$ cat config.mk
export PLATFORM = sky130hd
export DESIGN_NAME = decimal_text_to_integer
export DESIGN_NICKNAME = d
export VERILOG_FILES = /design/src/hw/rtl/dtti_pkg.sv /design/src/hw/rtl/dtti_regs.sv /design/src/hw/rtl/dtti_parse.sv /design/src/hw/rtl/dtti_fmt.sv /design/src/hw/rtl/decimal_text_to_integer.sv
export SDC_FILE = /design/constraint.sdc
export NUM_CORES = 1
export LEC_CHECK = 0
export BUFFER_PORTS_ARGS = -buffer_cell sky130_fd_sc_hd__buf_2
export CORE_AREA = 2 2 167 169
export DETAILED_ROUTE_END_ITERATION = 12
export DIE_AREA = 0 0 169 171
export GPL_TIMING_DRIVEN = 0
export PLACE_DENSITY_LB_ADDON = 0.15
export REMOVE_ABC_BUFFERS = 1
export SETUP_SLACK_MARGIN = 0.4
export SYNTH_ARGS = -nofsm -noshare
export SYNTH_HDL_FRONTEND = slang
export SYNTH_SLANG_ARGS = --single-unit
$ cat constraint.sdc
create_clock -name clk -period 11.9 [get_ports clk]
set_input_delay 0 -clock clk [delete_from_list [all_inputs] [get_ports clk]]
set_output_delay 0 -clock clk [all_outputs]
set_load 0.005 [all_outputs]
$ cat src/hw/rtl/dtti_pkg.sv
// dtti_pkg: shared types, codes and constant tables for the decimal text to integer block.
// Used by dtti_regs, dtti_parse, dtti_fmt and decimal_text_to_integer. No dependencies.
`timescale 1ns / 1ps

package dtti_pkg;

	localparam int MAX_FIELD_CHARS = 1024;
	localparam int POS_W = $clog2(MAX_FIELD_CHARS + 1);
	localparam int COUNT_W = 11;
	localparam int VALUE_W = 64;
	localparam int PADDR_W = 3;
	localparam int PDATA_W = 32;

	localparam logic [POS_W-1:0] POS_MAX = POS_W'(MAX_FIELD_CHARS);

	// register indexes
	localparam logic REG_VALUE_WIDTH = 1'b0;
	localparam logic REG_SIGNED_MODE = 1'b1;

	// parser phases
	localparam logic [2:0] PH_WS       = 3'd0;
	localparam logic [2:0] PH_WS_SIGN  = 3'd1;
	localparam logic [2:0] PH_DIGITS   = 3'd2;
	localparam logic [2:0] PH_ENDED    = 3'd3;
	localparam logic [2:0] PH_OVERFLOW = 3'd4;

	// result status
	localparam logic [1:0] ST_OK        = 2'd0;
	localparam logic [1:0] ST_PARSE_ERR = 2'd1;
	localparam logic [1:0] ST_OVERFLOW  = 2'd2;

	// characters
	localparam logic [7:0] CH_SPACE = 8'h20;
	localparam logic [7:0] CH_TAB   = 8'h09;
	localparam logic [7:0] CH_CR    = 8'h0D;
	localparam logic [7:0] CH_LF    = 8'h0A;
	localparam logic [7:0] CH_MINUS = 8'h2D;
	localparam logic [7:0] CH_ZERO  = 8'h30;
	localparam logic [7:0] CH_NINE  = 8'h39;

	// limit table, index {signed, signed & negative, width}; entries 4..7 unreachable
	localparam logic [63:0] LIM_TAB [16] = '{
		64'hFF, 64'hFFFF, 64'hFFFF_FFFF, 64'hFFFF_FFFF_FFFF_FFFF,
		64'hFF, 64'hFFFF, 64'hFFFF_FFFF, 64'hFFFF_FFFF_FFFF_FFFF,
		64'h7F, 64'h7FFF, 64'h7FFF_FFFF, 64'h7FFF_FFFF_FFFF_FFFF,
		64'h80, 64'h8000, 64'h8000_0000, 64'h8000_0000_0000_0000
	};

	localparam logic [63:0] PRE_TAB [16] = '{
		LIM_TAB[0] / 64'd10,  LIM_TAB[1] / 64'd10,  LIM_TAB[2] / 64'd10,  LIM_TAB[3] / 64'd10,
		LIM_TAB[4] / 64'd10,  LIM_TAB[5] / 64'd10,  LIM_TAB[6] / 64'd10,  LIM_TAB[7] / 64'd10,
		LIM_TAB[8] / 64'd10,  LIM_TAB[9] / 64'd10,  LIM_TAB[10] / 64'd10, LIM_TAB[11] / 64'd10,
		LIM_TAB[12] / 64'd10, LIM_TAB[13] / 64'd10, LIM_TAB[14] / 64'd10, LIM_TAB[15] / 64'd10
	};

	localparam logic [3:0] REM_TAB [16] = '{
		4'(LIM_TAB[0] % 64'd10),  4'(LIM_TAB[1] % 64'd10),
		4'(LIM_TAB[2] % 64'd10),  4'(LIM_TAB[3] % 64'd10),
		4'(LIM_TAB[4] % 64'd10),  4'(LIM_TAB[5] % 64'd10),
		4'(LIM_TAB[6] % 64'd10),  4'(LIM_TAB[7] % 64'd10),
		4'(LIM_TAB[8] % 64'd10),  4'(LIM_TAB[9] % 64'd10),
		4'(LIM_TAB[10] % 64'd10), 4'(LIM_TAB[11] % 64'd10),
		4'(LIM_TAB[12] % 64'd10), 4'(LIM_TAB[13] % 64'd10),
		4'(LIM_TAB[14] % 64'd10), 4'(LIM_TAB[15] % 64'd10)
	};

	typedef struct packed {
		logic [1:0] width;
		logic       sgn;
	} cfg_t;

	typedef struct packed {
		logic [1:0]         status;
		logic [VALUE_W-1:0] mag;
		logic               neg;
		cfg_t               cfg;
		logic [COUNT_W-1:0] count;
	} raw_t;

	function automatic logic [VALUE_W-1:0] width_mask(input logic [1:0] width);
		logic [VALUE_W-1:0] m;
		case (width)
			2'd0: m = 64'hFF;
			2'd1: m = 64'hFFFF;
			2'd2: m = 64'hFFFF_FFFF;
			default: m = 64'hFFFF_FFFF_FFFF_FFFF;
		endcase
		return m;
	endfunction

endpackage

$ cat src/hw/rtl/dtti_regs.sv
// dtti_regs: APB-style configuration registers (target width, signedness).
// Depends on dtti_pkg.
`timescale 1ns / 1ps

module dtti_regs (
	input  logic                         clk,
	input  logic                         arst_n,
	input  logic                         psel,
	input  logic                         penable,
	input  logic                         pwrite,
	input  logic [dtti_pkg::PADDR_W-1:0] paddr,
	input  logic [dtti_pkg::PDATA_W-1:0] pwdata,
	output logic [dtti_pkg::PDATA_W-1:0] prdata,
	output logic                         pready,
	output dtti_pkg::cfg_t               cfg
);

	logic       wr_en;
	logic [1:0] width_q;
	logic       sgn_q;

	assign pready = 1'b1;
	assign wr_en  = psel && penable && pwrite;

	always_ff @(posedge clk or negedge arst_n) begin
		if (!arst_n) begin
			width_q <= 2'd2;
			sgn_q   <= 1'b1;
		end else if (wr_en) begin
			if (paddr[2] == dtti_pkg::REG_VALUE_WIDTH) begin
				width_q <= pwdata[1:0];
			end else begin
				sgn_q <= pwdata[0];
			end
		end
	end

	always_comb begin
		if (paddr[2] == dtti_pkg::REG_VALUE_WIDTH) begin
			prdata = {{(dtti_pkg::PDATA_W-2){1'b0}}, width_q};
		end else begin
			prdata = {{(dtti_pkg::PDATA_W-1){1'b0}}, sgn_q};
		end
	end

	assign cfg.width = width_q;
	assign cfg.sgn   = sgn_q;

endmodule

$ cat src/hw/rtl/dtti_parse.sv
// dtti_parse: input register, per-character parse state update and raw result register.
// Depends on dtti_pkg.
`timescale 1ns / 1ps

module dtti_parse (
	input  logic           clk,
	input  logic           arst_n,
	input  dtti_pkg::cfg_t cfg,
	input  logic [7:0]     char_code,
	input  logic           last_char,
	input  logic           char_valid,
	output logic           char_stall,
	output logic           raw_vld,
	output dtti_pkg::raw_t raw,
	input  logic           fmt_rdy
);

	logic                       s1_vld;
	logic [7:0]                 char_s1;
	logic                       last_s1;
	logic                       s2_vld;
	dtti_pkg::raw_t             raw_s2;
	logic                       s2_free;
	logic                       adv;

	logic [2:0]                     phase_q, phase_n;
	logic [dtti_pkg::VALUE_W-1:0]   mag_q, mag_n, pre;
	logic                           neg_q, neg_n;
	logic                           zero_q, zero_n;
	logic [dtti_pkg::POS_W-1:0]     pos_q, pos_n;
	logic                           consume, do_digit;
	logic                           is_space, is_minus, is_digit, ovf;
	logic [3:0]                     dig, rem;
	logic [3:0]                     lim_idx;
	logic [1:0]                     status_n;

	assign s2_free    = !s2_vld || fmt_rdy;
	assign adv        = s1_vld && s2_free;
	assign char_stall = s1_vld && !s2_free;

	always_ff @(posedge clk or negedge arst_n) begin
		if (!arst_n) begin
			s1_vld <= 1'b0;
		end else if (!char_stall) begin
			s1_vld <= char_valid;
		end
	end

	always_ff @(posedge clk) begin
		if (char_valid && !char_stall) begin
			char_s1 <= char_code;
			last_s1 <= last_char;
		end
	end

	assign is_space = (char_s1 == dtti_pkg::CH_SPACE) || (char_s1 == dtti_pkg::CH_TAB) ||
		(char_s1 == dtti_pkg::CH_CR) || (char_s1 == dtti_pkg::CH_LF);
	assign is_minus = (char_s1 == dtti_pkg::CH_MINUS);
	assign is_digit = (char_s1 >= dtti_pkg::CH_ZERO) && (char_s1 <= dtti_pkg::CH_NINE);
	assign dig      = 4'(char_s1 - dtti_pkg::CH_ZERO);

	assign lim_idx = {cfg.sgn, cfg.sgn & neg_q, cfg.width};
	assign pre     = dtti_pkg::PRE_TAB[lim_idx];
	assign rem     = dtti_pkg::REM_TAB[lim_idx];
	assign ovf     = (mag_q > pre) || ((mag_q == pre) && (dig > rem));

	always_comb begin
		phase_n  = phase_q;
		mag_n    = mag_q;
		neg_n    = neg_q;
		zero_n   = zero_q;
		consume  = 1'b0;
		do_digit = 1'b0;
		case (phase_q)
			dtti_pkg::PH_WS: begin
				if (is_space) begin
					consume = 1'b1;
				end else if (is_minus) begin
					if (!cfg.sgn) begin
						phase_n = dtti_pkg::PH_OVERFLOW;
					end else begin
						neg_n   = 1'b1;
						consume = 1'b1;
						phase_n = dtti_pkg::PH_WS_SIGN;
					end
				end else begin
					do_digit = 1'b1;
				end
			end
			dtti_pkg::PH_WS_SIGN: begin
				if (is_space) begin
					consume = 1'b1;
				end else begin
					do_digit = 1'b1;
				end
			end
			dtti_pkg::PH_DIGITS: begin
				do_digit = 1'b1;
			end
			default: begin
			end
		endcase
		if (do_digit) begin
			if (!is_digit) begin
				phase_n = dtti_pkg::PH_ENDED;
			end else if (ovf) begin
				phase_n = dtti_pkg::PH_OVERFLOW;
			end else begin
				if ((mag_q == '0) && (dig == 4'd0)) begin
					zero_n = 1'b1;
				end
				mag_n   = (mag_q << 3) + (mag_q << 1) + dtti_pkg::VALUE_W'(dig);
				consume = 1'b1;
				phase_n = dtti_pkg::PH_DIGITS;
			end
		end
		pos_n = pos_q;
		if (consume && (pos_q < dtti_pkg::POS_MAX)) begin
			pos_n = pos_q + 1'b1;
		end
	end

	always_comb begin
		if (phase_n == dtti_pkg::PH_OVERFLOW) begin
			status_n = dtti_pkg::ST_OVERFLOW;
		end else if ((phase_n == dtti_pkg::PH_WS) || (phase_n == dtti_pkg::PH_WS_SIGN)) begin
			status_n = dtti_pkg::ST_PARSE_ERR;
		end else if ((mag_n == '0) && !zero_n) begin
			status_n = dtti_pkg::ST_PARSE_ERR;
		end else begin
			status_n = dtti_pkg::ST_OK;
		end
	end

	always_ff @(posedge clk or negedge arst_n) begin
		if (!arst_n) begin
			phase_q <= dtti_pkg::PH_WS;
			mag_q   <= '0;
			neg_q   <= 1'b0;
			zero_q  <= 1'b0;
			pos_q   <= '0;
		end else if (adv) begin
			if (last_s1) begin
				phase_q <= dtti_pkg::PH_WS;
				mag_q   <= '0;
				neg_q   <= 1'b0;
				zero_q  <= 1'b0;
				pos_q   <= '0;
			end else begin
				phase_q <= phase_n;
				mag_q   <= mag_n;
				neg_q   <= neg_n;
				zero_q  <= zero_n;
				pos_q   <= pos_n;
			end
		end
	end

	always_ff @(posedge clk or negedge arst_n) begin
		if (!arst_n) begin
			s2_vld <= 1'b0;
		end else if (s2_free) begin
			s2_vld <= adv && last_s1;
		end
	end

	always_ff @(posedge clk) begin
		if (adv && last_s1 && s2_free) begin
			raw_s2.status <= status_n;
			raw_s2.mag    <= mag_n;
			raw_s2.neg    <= neg_n;
			raw_s2.cfg    <= cfg;
			raw_s2.count  <= dtti_pkg::COUNT_W'(pos_n);
		end
	end

	assign raw_vld = s2_vld;
	assign raw     = raw_s2;

	a_field_clear: assert property (@(posedge clk) disable iff (!arst_n)
		(adv && last_s1) |=> (phase_q == dtti_pkg::PH_WS && mag_q == '0 && pos_q == '0 && !neg_q))
		else $error("field state not cleared after last character");

	a_pos_bound: assert property (@(posedge clk) disable iff (!arst_n)
		pos_q <= dtti_pkg::POS_MAX)
		else $error("character position beyond saturation limit");

	a_ovf_sticky: assert property (@(posedge clk) disable iff (!arst_n)
		(adv && !last_s1 && phase_q == dtti_pkg::PH_OVERFLOW) |=>
		(phase_q == dtti_pkg::PH_OVERFLOW))
		else $error("overflow phase left before end of field");

	a_no_result_midfield: assert property (@(posedge clk) disable iff (!arst_n)
		(s2_free && !(adv && last_s1)) |=> !s2_vld)
		else $error("raw result without a last character");

endmodule

$ cat src/hw/rtl/dtti_fmt.sv
// dtti_fmt: sign application, width masking and the output register of the result channel.
// Depends on dtti_pkg.
`timescale 1ns / 1ps

module dtti_fmt (
	input  logic                         clk,
	input  logic                         arst_n,
	input  logic                         raw_vld,
	input  dtti_pkg::raw_t               raw,
	output logic                         fmt_rdy,
	output logic                         result_valid,
	input  logic                         result_stall,
	output logic [1:0]                   status,
	output logic [dtti_pkg::VALUE_W-1:0] value_bits,
	output logic [dtti_pkg::COUNT_W-1:0] consumed_count
);

	logic                         out_vld_q;
	logic [1:0]                   status_q;
	logic [dtti_pkg::VALUE_W-1:0] value_q, val;
	logic [dtti_pkg::COUNT_W-1:0] count_q, cnt;

	assign fmt_rdy = !out_vld_q || !result_stall;

	always_comb begin
		val = raw.neg ? (~raw.mag + 1'b1) : raw.mag;
		if (!raw.cfg.sgn) begin
			val = val & dtti_pkg::width_mask(raw.cfg.width);
		end
		cnt = raw.count;
		if (raw.status != dtti_pkg::ST_OK) begin
			val = '0;
			cnt = '0;
		end
	end

	always_ff @(posedge clk or negedge arst_n) begin
		if (!arst_n) begin
			out_vld_q <= 1'b0;
		end else if (fmt_rdy) begin
			out_vld_q <= raw_vld;
		end
	end

	always_ff @(posedge clk) begin
		if (fmt_rdy && raw_vld) begin
			status_q <= raw.status;
			value_q  <= val;
			count_q  <= cnt;
		end
	end

	assign result_valid   = out_vld_q;
	assign status         = status_q;
	assign value_bits     = value_q;
	assign consumed_count = count_q;

	a_err_zero: assert property (@(posedge clk) disable iff (!arst_n)
		(out_vld_q && status_q != dtti_pkg::ST_OK) |-> (value_q == '0 && count_q == '0))
		else $error("error result carries nonzero value or count");

	a_status_code: assert property (@(posedge clk) disable iff (!arst_n)
		out_vld_q |-> (status_q == dtti_pkg::ST_OK || status_q == dtti_pkg::ST_PARSE_ERR ||
			status_q == dtti_pkg::ST_OVERFLOW))
		else $error("undefined status code on result");

endmodule

$ cat src/hw/rtl/decimal_text_to_integer.sv
// decimal_text_to_integer: streaming decimal text to integer converter, top level.
// Depends on dtti_pkg, dtti_regs, dtti_parse, dtti_fmt.
//
// Usage: characters enter on the char channel (char_code, last_char, char_valid,
// char_stall), one item per byte; last_char marks the final byte of a field.
// Exactly one result per field leaves on the result channel (status, value_bits,
// consumed_count, result_valid, result_stall), for the item that carries last_char.
// A result passes through the input register, the parse state update into the raw
// result register, and the output register. Throughput: one item per cycle while
// char_stall is low; the per-character state loop (multiply by ten, add digit,
// compare against the limit table) is combinational. When result_stall holds, the
// output register keeps its item, the raw result register and then the input
// register fill, and char_stall rises; nothing is lost. The user must write
// configuration (value_width, signed_mode) over the APB port only while idle; the
// block does not enforce this. Reset: all channels empty, parse state at leading
// whitespace, value_width = 32 bits, signed_mode = 1. No clearing pass is needed.
`timescale 1ns / 1ps

module decimal_text_to_integer (
	input  logic                         clk,
	input  logic                         arst_n,
	input  logic                         psel,
	input  logic                         penable,
	input  logic                         pwrite,
	input  logic [dtti_pkg::PADDR_W-1:0] paddr,
	input  logic [dtti_pkg::PDATA_W-1:0] pwdata,
	output logic [dtti_pkg::PDATA_W-1:0] prdata,
	output logic                         pready,
	input  logic [7:0]                   char_code,
	input  logic                         last_char,
	input  logic                         char_valid,
	output logic                         char_stall,
	output logic [1:0]                   status,
	output logic [dtti_pkg::VALUE_W-1:0] value_bits,
	output logic [dtti_pkg::COUNT_W-1:0] consumed_count,
	output logic                         result_valid,
	input  logic                         result_stall
);

	dtti_pkg::cfg_t cfg;
	dtti_pkg::raw_t raw;
	logic           raw_vld;
	logic           fmt_rdy;

	dtti_regs u_regs (
		.clk     (clk),
		.arst_n  (arst_n),
		.psel    (psel),
		.penable (penable),
		.pwrite  (pwrite),
		.paddr   (paddr),
		.pwdata  (pwdata),
		.prdata  (prdata),
		.pready  (pready),
		.cfg     (cfg)
	);

	dtti_parse u_parse (
		.clk        (clk),
		.arst_n     (arst_n),
		.cfg        (cfg),
		.char_code  (char_code),
		.last_char  (last_char),
		.char_valid (char_valid),
		.char_stall (char_stall),
		.raw_vld    (raw_vld),
		.raw        (raw),
		.fmt_rdy    (fmt_rdy)
	);

	dtti_fmt u_fmt (
		.clk            (clk),
		.arst_n         (arst_n),
		.raw_vld        (raw_vld),
		.raw            (raw),
		.fmt_rdy        (fmt_rdy),
		.result_valid   (result_valid),
		.result_stall   (result_stall),
		.status         (status),
		.value_bits     (value_bits),
		.consumed_count (consumed_count)
	);

endmodule
# Word level (Yosys, flattened, before mapping)
# Memory sizes are Yosys's and may differ from the RTL's.
# Cells that the tools add are included.
[word_totals]
ff_bits = 253
mem_bits_ro = 1088
inputBits = 51
output_inout_bits = 112
word_cells = 133
mem_count = 2
[op_classes]
add_sub_neg = 5
magnitude_cmp = 6
n_eq_ne = 12
n_mux = 47
n_bitwise = 5
reduce_logical = 35
[memory_table]
columns = ["name", "words", "word_bits", "rd", "rd_clocked_by_memory_dff", "wr", "line", "rtl"]
rows = [
  ["(no name shown)", 16, 64, 1, 0, 0, "dtti_parse.sv:63", "assign pre = dtti_pkg::PRE_TAB[lim_idx];"],
  ["(no name shown)", 16, 4, 1, 0, 0, "dtti_parse.sv:64", "assign rem = dtti_pkg::REM_TAB[lim_idx];"],
]
[op_table]
columns = ["operator", "n"]
rows = [
  ["$mux 64", 9],
  ["$pmux 64 s3", 1],
  ["$logic_not 64->1", 2],
  ["$add 64x1->64 const B", 1],
  ["$add 64x4->64", 1],
  ["$add 64x64->64", 1],
  ["$and 64x64->64", 1],
  ["$eq 64x64->1", 1],
  ["$gt 64x64->1", 1],
  ["$not 64->64", 1],
  ["$eq 8x4->1 const B", 3],
  ["$mux 3", 8],
  ["$mux 11", 2],
  ["$mux 1", 21],
  ["$eq 8x6->1 const B", 2],
  ["$logic_and 1x1->1", 13],
  ["$add 11x1->11 const B", 1],
  ["$lt 11x11->1 const B", 1],
  ["$ge 8x6->1 const B", 1],
  ["$le 8x6->1 const B", 1],
  ["$mux 4", 2],
  ["$logic_or 1x1->1", 7],
  ["$eq 3x1->1 const B", 2],
  ["$logic_not 1->1", 6],
  ["other kinds (18)", 21],
]

# Longest topological paths before layout
[logic_depth]
word_depth = 15
depth_mapped = 18
depth_no_buf = 17

# Hierarchy
# A second synthesis with hierarchy kept.
[hier_totals]
hier_cells = 1836
hier_area_um2 = 17867.1
[modules_own_cells]
columns = ["module", "instances", "cells_per_inst", "area_each_um2"]
rows = [
  ["dtti_parse", 1, 1418, 13133.8],
  ["dtti_fmt", 1, 374, 4317.9],
  ["dtti_regs", 1, 44, 415.4],
]

# Least setup slack after synthesis
# OpenSTA, ideal clock, no wires.
[synth_path]
kind = "register to register"
from = "reg u_fmt.out_vld_q, in the netlist u_fmt.result_valid"
to = "reg u_fmt.count_q (netlist bit u_fmt.consumed_count[0]) (enable)"
setup_time_ns = 0.630
arrival_time_ns = 6.027
t_required_ns = 11.270
setup_slack_ns = 5.243
stages_incl_launch_ff = 2
cell_sequence = "dfrtp_1 > a21boi_0"
[synth_between]
elab_chain_len = 3
[synth_lines]
columns = ["item", "line", "rtl"]
rows = [
  ["start, declared", "dtti_fmt.sv:18", "logic out_vld_q;"],
  ["start signal, assigned", "dtti_fmt.sv:41", "out_vld_q <= raw_vld;"],
  ["$logic_not 1->1", "dtti_fmt.sv:23", "assign fmt_rdy = !out_vld_q || !result_stall;"],
  ["$logic_or 1x1->1", "dtti_fmt.sv:23", ""],
  ["$logic_and 1x1->1", "dtti_fmt.sv:46", "if (fmt_rdy && raw_vld) begin"],
  ["end signal, assigned", "dtti_fmt.sv:49", "count_q <= cnt;"],
  ["end, declared", "dtti_fmt.sv:21", "logic [dtti_pkg::COUNT_W-1:0] count_q, cnt;"],
]
# No other way between the ends.
# A chain may end at the register's enable or synchronous reset.

# Final worst setup path
[layout_path]
from = "reg u_regs.sgn_q"
to = "reg u_parse.raw_s2 (netlist bit u_parse.raw[79]), data pin"
[layout_between]
elab_chain_len = 15
word_cells_on_any_way = 35
classes_between = "order compare (2); eq/ne (3); mux (19); bitwise (2); reduce/logical (7); memory (2)"
[layout_lines]
columns = ["item", "line", "rtl"]
rows = [
  ["start, declared", "dtti_regs.sv:20", "logic sgn_q;"],
  ["start signal, assigned", "dtti_regs.sv:33", "sgn_q <= pwdata[0];"],
  ["$and 1x1->1", "dtti_parse.sv:62", "assign lim_idx = {cfg.sgn, cfg.sgn & neg_q, cfg.width};"],
  ["$not 4->5 (implied by the code) (*)", "dtti_parse.sv:63, dtti_parse.sv:64", ""],
  ["parallel branches: the longest is 5 deep, another holds $mem_v2 16x64", "-", ""],
  ["$logic_or 1x1->1 (*)", "dtti_parse.sv:65", "assign ovf = (mag_q > pre) || ((mag_q == pre) && (dig > rem));"],
  ["$mux 64 (*)", "dtti_parse.sv:106", "end else if (ovf) begin"],
  ["$mux 64 (*)", "dtti_parse.sv:104", "if (!is_digit) begin"],
  ["$mux 64 (*)", "dtti_parse.sv:103", "if (do_digit) begin"],
  ["net u_parse.mag_n (one bit)", "dtti_parse.sv:27", "logic [dtti_pkg::VALUE_W-1:0] mag_q, mag_n, pre;"],
  ["$logic_not 64->1 (*)", "dtti_parse.sv:128", "end else if ((mag_n == '0) && !zero_n) begin"],
  ["$logic_and 1x1->1 (*)", "dtti_parse.sv:128", ""],
  ["$mux 1 (*)", "dtti_parse.sv:128", ""],
  ["$mux 2 (*)", "dtti_parse.sv:126", "end else if ((phase_n == dtti_pkg::PH_WS) || (phase_n == dtti_pkg::PH_WS_SIGN)) begin"],
  ["end, declared", "dtti_parse.sv:22", "dtti_pkg::raw_t raw_s2;"],
]
# Mark *: on every way through the listed nets, which the timed path passes. The select of a mux whose other input is x is not followed.

==> results.md <==
* Number of max-cap violations at 0
* Most common cell after layout, fill and taps aside: nand2_1
* Synth Register Bits at approximately 250
* Setup TNS Final at 0 ns
* Number of max-slew violations in the final report at 0
* Post-synthesis xor/xnor area fraction at 6.31%
* Die outline width at 169 um
* Post-synth top flop: edfxtp_1
* Actual slew at the worst max-slew pin at 1.22 ns
* Peak clock frequency supported by timing at ~0.14 GHz
* Setup repair after global routing missed its margin: no
* Fraction of synthesized cell area taken by the top area cell type at between 20 and 30%
* Number of CTS-inserted buffers at 25
* Critical path class: reg2reg
* CTS resizes at 0
* TritonCTS clock tree: done
* CTS Root Buffer Type: clkbuf_16
* Highest-delay cell along the critical path: a2111oi_0
* Count of warnings emitted by yosys at 0
* Post-detailed-route via-to-cell ratio at between 6 and 7
* Critical Path Fanout Max at 22
* Most numerous cell on the critical path: nand3_1
* Area of the core region at between 0.02 and 0.03 sq mm
* Placed wire-length estimate at ~36,000 um
* Post-CTS clock slew at the launch and capture registers of the worst setup and hold paths at 0.06 ns
* Largest net degree at the start of global routing at 72
* Library cell with the largest summed area after synthesis: edfxtp_1
* Total routed wirelength at 47,700 um
* WL per Instance at between 20 and 25 um
* Class of the tightest hold or removal check: in2reg
* Total track usage at 32.6%
* Iteration-0 DRC count of the detailed router at 1,100
* Worst slew margin relative to its limit at 17.7%
* Post-Synthesis Cells at about 1,800
* I/O pin total at 163
* Y dimension of the die at ~170 um
* IR drop worst, VDD at 0.0000598 V
* Worst Path Required at approximately 12 ns
* Antenna-violating nets left at 0
* Power density over the cells at 105 mW/mm^2
* Source-to-sink clock delay at the later pin of the worst-skew pair at 0.53 ns
* Number of failing hold endpoints at the final stage at 0
* Leakage power at 0.00885 uW
* Result of the run: completed
* Final global-route overflow total at 0
* Fraction of the mapped netlist area in adder cells at 12.5%
* Area delta synth->final at 10.6%
* Cell variety after synth at 81
* Worst reg2reg setup slack at 4.91 ns
* Post-synthesis async set-or-reset flop share at 34.0%
* Remaining design rule violation count at 0
* Maximum level of the CTS H-tree at 1
* Fraction of final layout cells with drive strength greater than 1 at 10.4%
* Initial Utilization at 64.5%
* Number of enable flip-flop cells after synthesis at 167
* Global-route wire length before repair at around 74,000 um
* Worst setup SP type: flip-flop
* Synthesized-area fraction occupied by ao, oa, aoi and oai cells at 17.7%
* Antenna violations before repair at 0
* Total die area at about 0.029 sq mm
* Sequence of cells on the critical path: inv_1, nand3_1, ha_1, nand4b_1, nor4_1, nand3_1, a2111oi_0, a21oi_1, nor3_4, buf_8, buf_16, buf_16, nand2b_1, o31ai_1, or4_1, nor4_1, and4bb_2, nand3_1, o31ai_1
* Kind of end point of the critical path: flip-flop
* Post-Synthesis Cell Area at 0.0176 sq mm
* Via count of the first global-routing pass at around 14,000
* Diodes inserted at 0
* Post-layout minimum cycle time at 6.99 ns
* Highest-count cells in the layout ignoring fill and taps: nand2_1, ha_1, edfxtp_1, nor2_1, o21ai_0
* Std-Cell Rows at 61
* Avg Synthesized Cell Area at just under 10 sq um
* Number of clock sinks seen by CTS at 253
* Maximum cell stage delay along the critical path at 0.72 ns
* Final core utilization at between 70 and 80%
* Largest family of logic cells by synthesized area: simple AND/OR/NAND/NOR gates
* Final setup violating endpoints at 0
* Initial DRT Pass Iterations at 5
* Placer Congestion at 0.993
* Fraction of the yosys area taken by sequential cells at 40.7%
* Worst-case clock skew at around 0.017 ns
* Port Buffer Count at 99
* Post-synthesis share of cell area spent on and, or, nand and nor gates at 18.0%
* Layout net count at approximately 2,100
* Arrival time worst endpoint at 7.22 ns
* Maximum root-to-sink buffer count at 3
* Post-route clock period utilization at roughly 59%
* Portion of netlist area occupied by mux cells at 1.04%
* Most area-consuming cells after synthesis: edfxtp_1, ha_1, dfrtp_1
* Via count at 14,700
[kinds of logic after synthesis]
family	after synthesis
AOI/OAI and AO/OA	463
xor gates and xnor gates	127
adders and majority gates	175
buffers and inverters	141
DFF	253
muxes	17
other	2
and+or+nand+nor	643
[final cells by class]
class | count | area [sq um]
repair buffers | 133 | 1010
flip-flops and latches | 253 | 7170
inverters | 31 | 119
well taps | 346 | 433
multi-input cells | 1456 | 9950
clock buffers | 33 | 686
fillers | 2000 | 7820
clock inverters | 12 | 144
[metal layers]
metal  track usage [%]  routed length [um]  part of all wire (%)  up-vias
met4              10.3                1500                   3.2        0
met2              52.3               21600                    45      699
met3              5.11                4250                   8.9      114
li1                  -                   -                     -     6894
met1              45.8               20400                    43     6981
met5                 0                   0                     0        -
[registers in the layout (all words and copies together), names as in the netlist]
name / count
u_fmt.result_valid: 1
u_regs.sgn_q: 1
u_fmt.consumed_count: 11
u_parse.pos_q: 11
u_fmt.value_bits: 64
u_parse.raw_vld: 1
u_parse.phase_q: 3
u_parse.raw: 81
u_regs.width_q: 2
u_parse.s1_vld: 1
u_parse.char_s1: 8
u_parse.mag_q: 64
u_parse.zero_q: 1
u_parse.neg_q: 1
u_fmt.status: 2
u_parse.last_s1: 1
[synthesized netlist by cell type (25+ instances only)]
cell,instances
dfrtp_1,84
edfxtp_1,167
o21ai_0,108
nor3_1,30
nand4_1,36
ha_1,173
nand3_1,28
buf_4,31
clkbuf_1,70
nor2_1,164
a22o_1,63
xnor2_1,34
inv_1,31
a21oi_1,103
a21o_1,33
xor2_1,93
o31ai_1,25
nand2_1,220
[worst max-delay path: cells and delay by family (launching register included)]
family | cells | cell delay (ns)
simple gates | 10 | 3.08
fa+ha+maj | 1 | 0.44
buf+inv | 4 | 0.90
flops | 1 | 0.45
compound gates | 4 | 1.80
[path summary, 6_finish.rpt]
check | depth (start not counted) | start | end
setup / recovery | 19 | u_regs.sgn_q | u_parse.raw[79]
hold / removal | 2 | char_code[5] | u_parse.char_s1[5]
setup reg to reg | 19 | u_regs.sgn_q | u_parse.raw[79]
hold reg to reg | 0 | u_parse.raw[80] | u_fmt.status[1]
max in group asynchronous | 4 | arst_n | u_parse.mag_q[5]
min in group asynchronous | 3 | arst_n | u_regs.sgn_q
[repair_timing]
action                                 in CTS  in global routing
buffers inserted                            0                  0
hold buffers                               22                  0
endpoints found under the hold margin     121                  0
[stage by stage]
stage               instance area [sq um]  total power (uW)  cells  setup slack [ns]  hold slack (ns)
floorplan                           17200              1170   1740              5.24           -0.296
global placement                    18100              1250   2185              3.52            0.177
detailed placement                  18500              1260   2197              5.10          -0.0604
CTS                                 19500              2060   2264              5.08            0.175
global route                        19500              2120   2264              4.73            0.191
finish                              19500              2060   2264              4.91            0.188
[report_power, final]
part / internal [uW] / switching [uW]
Sequential: 989 / 34.1
Clock: 470 / 328
Combinational: 88.2 / 145
Total: 1550 / 508
Note: power is estimated with default switching activity, not from simulation.
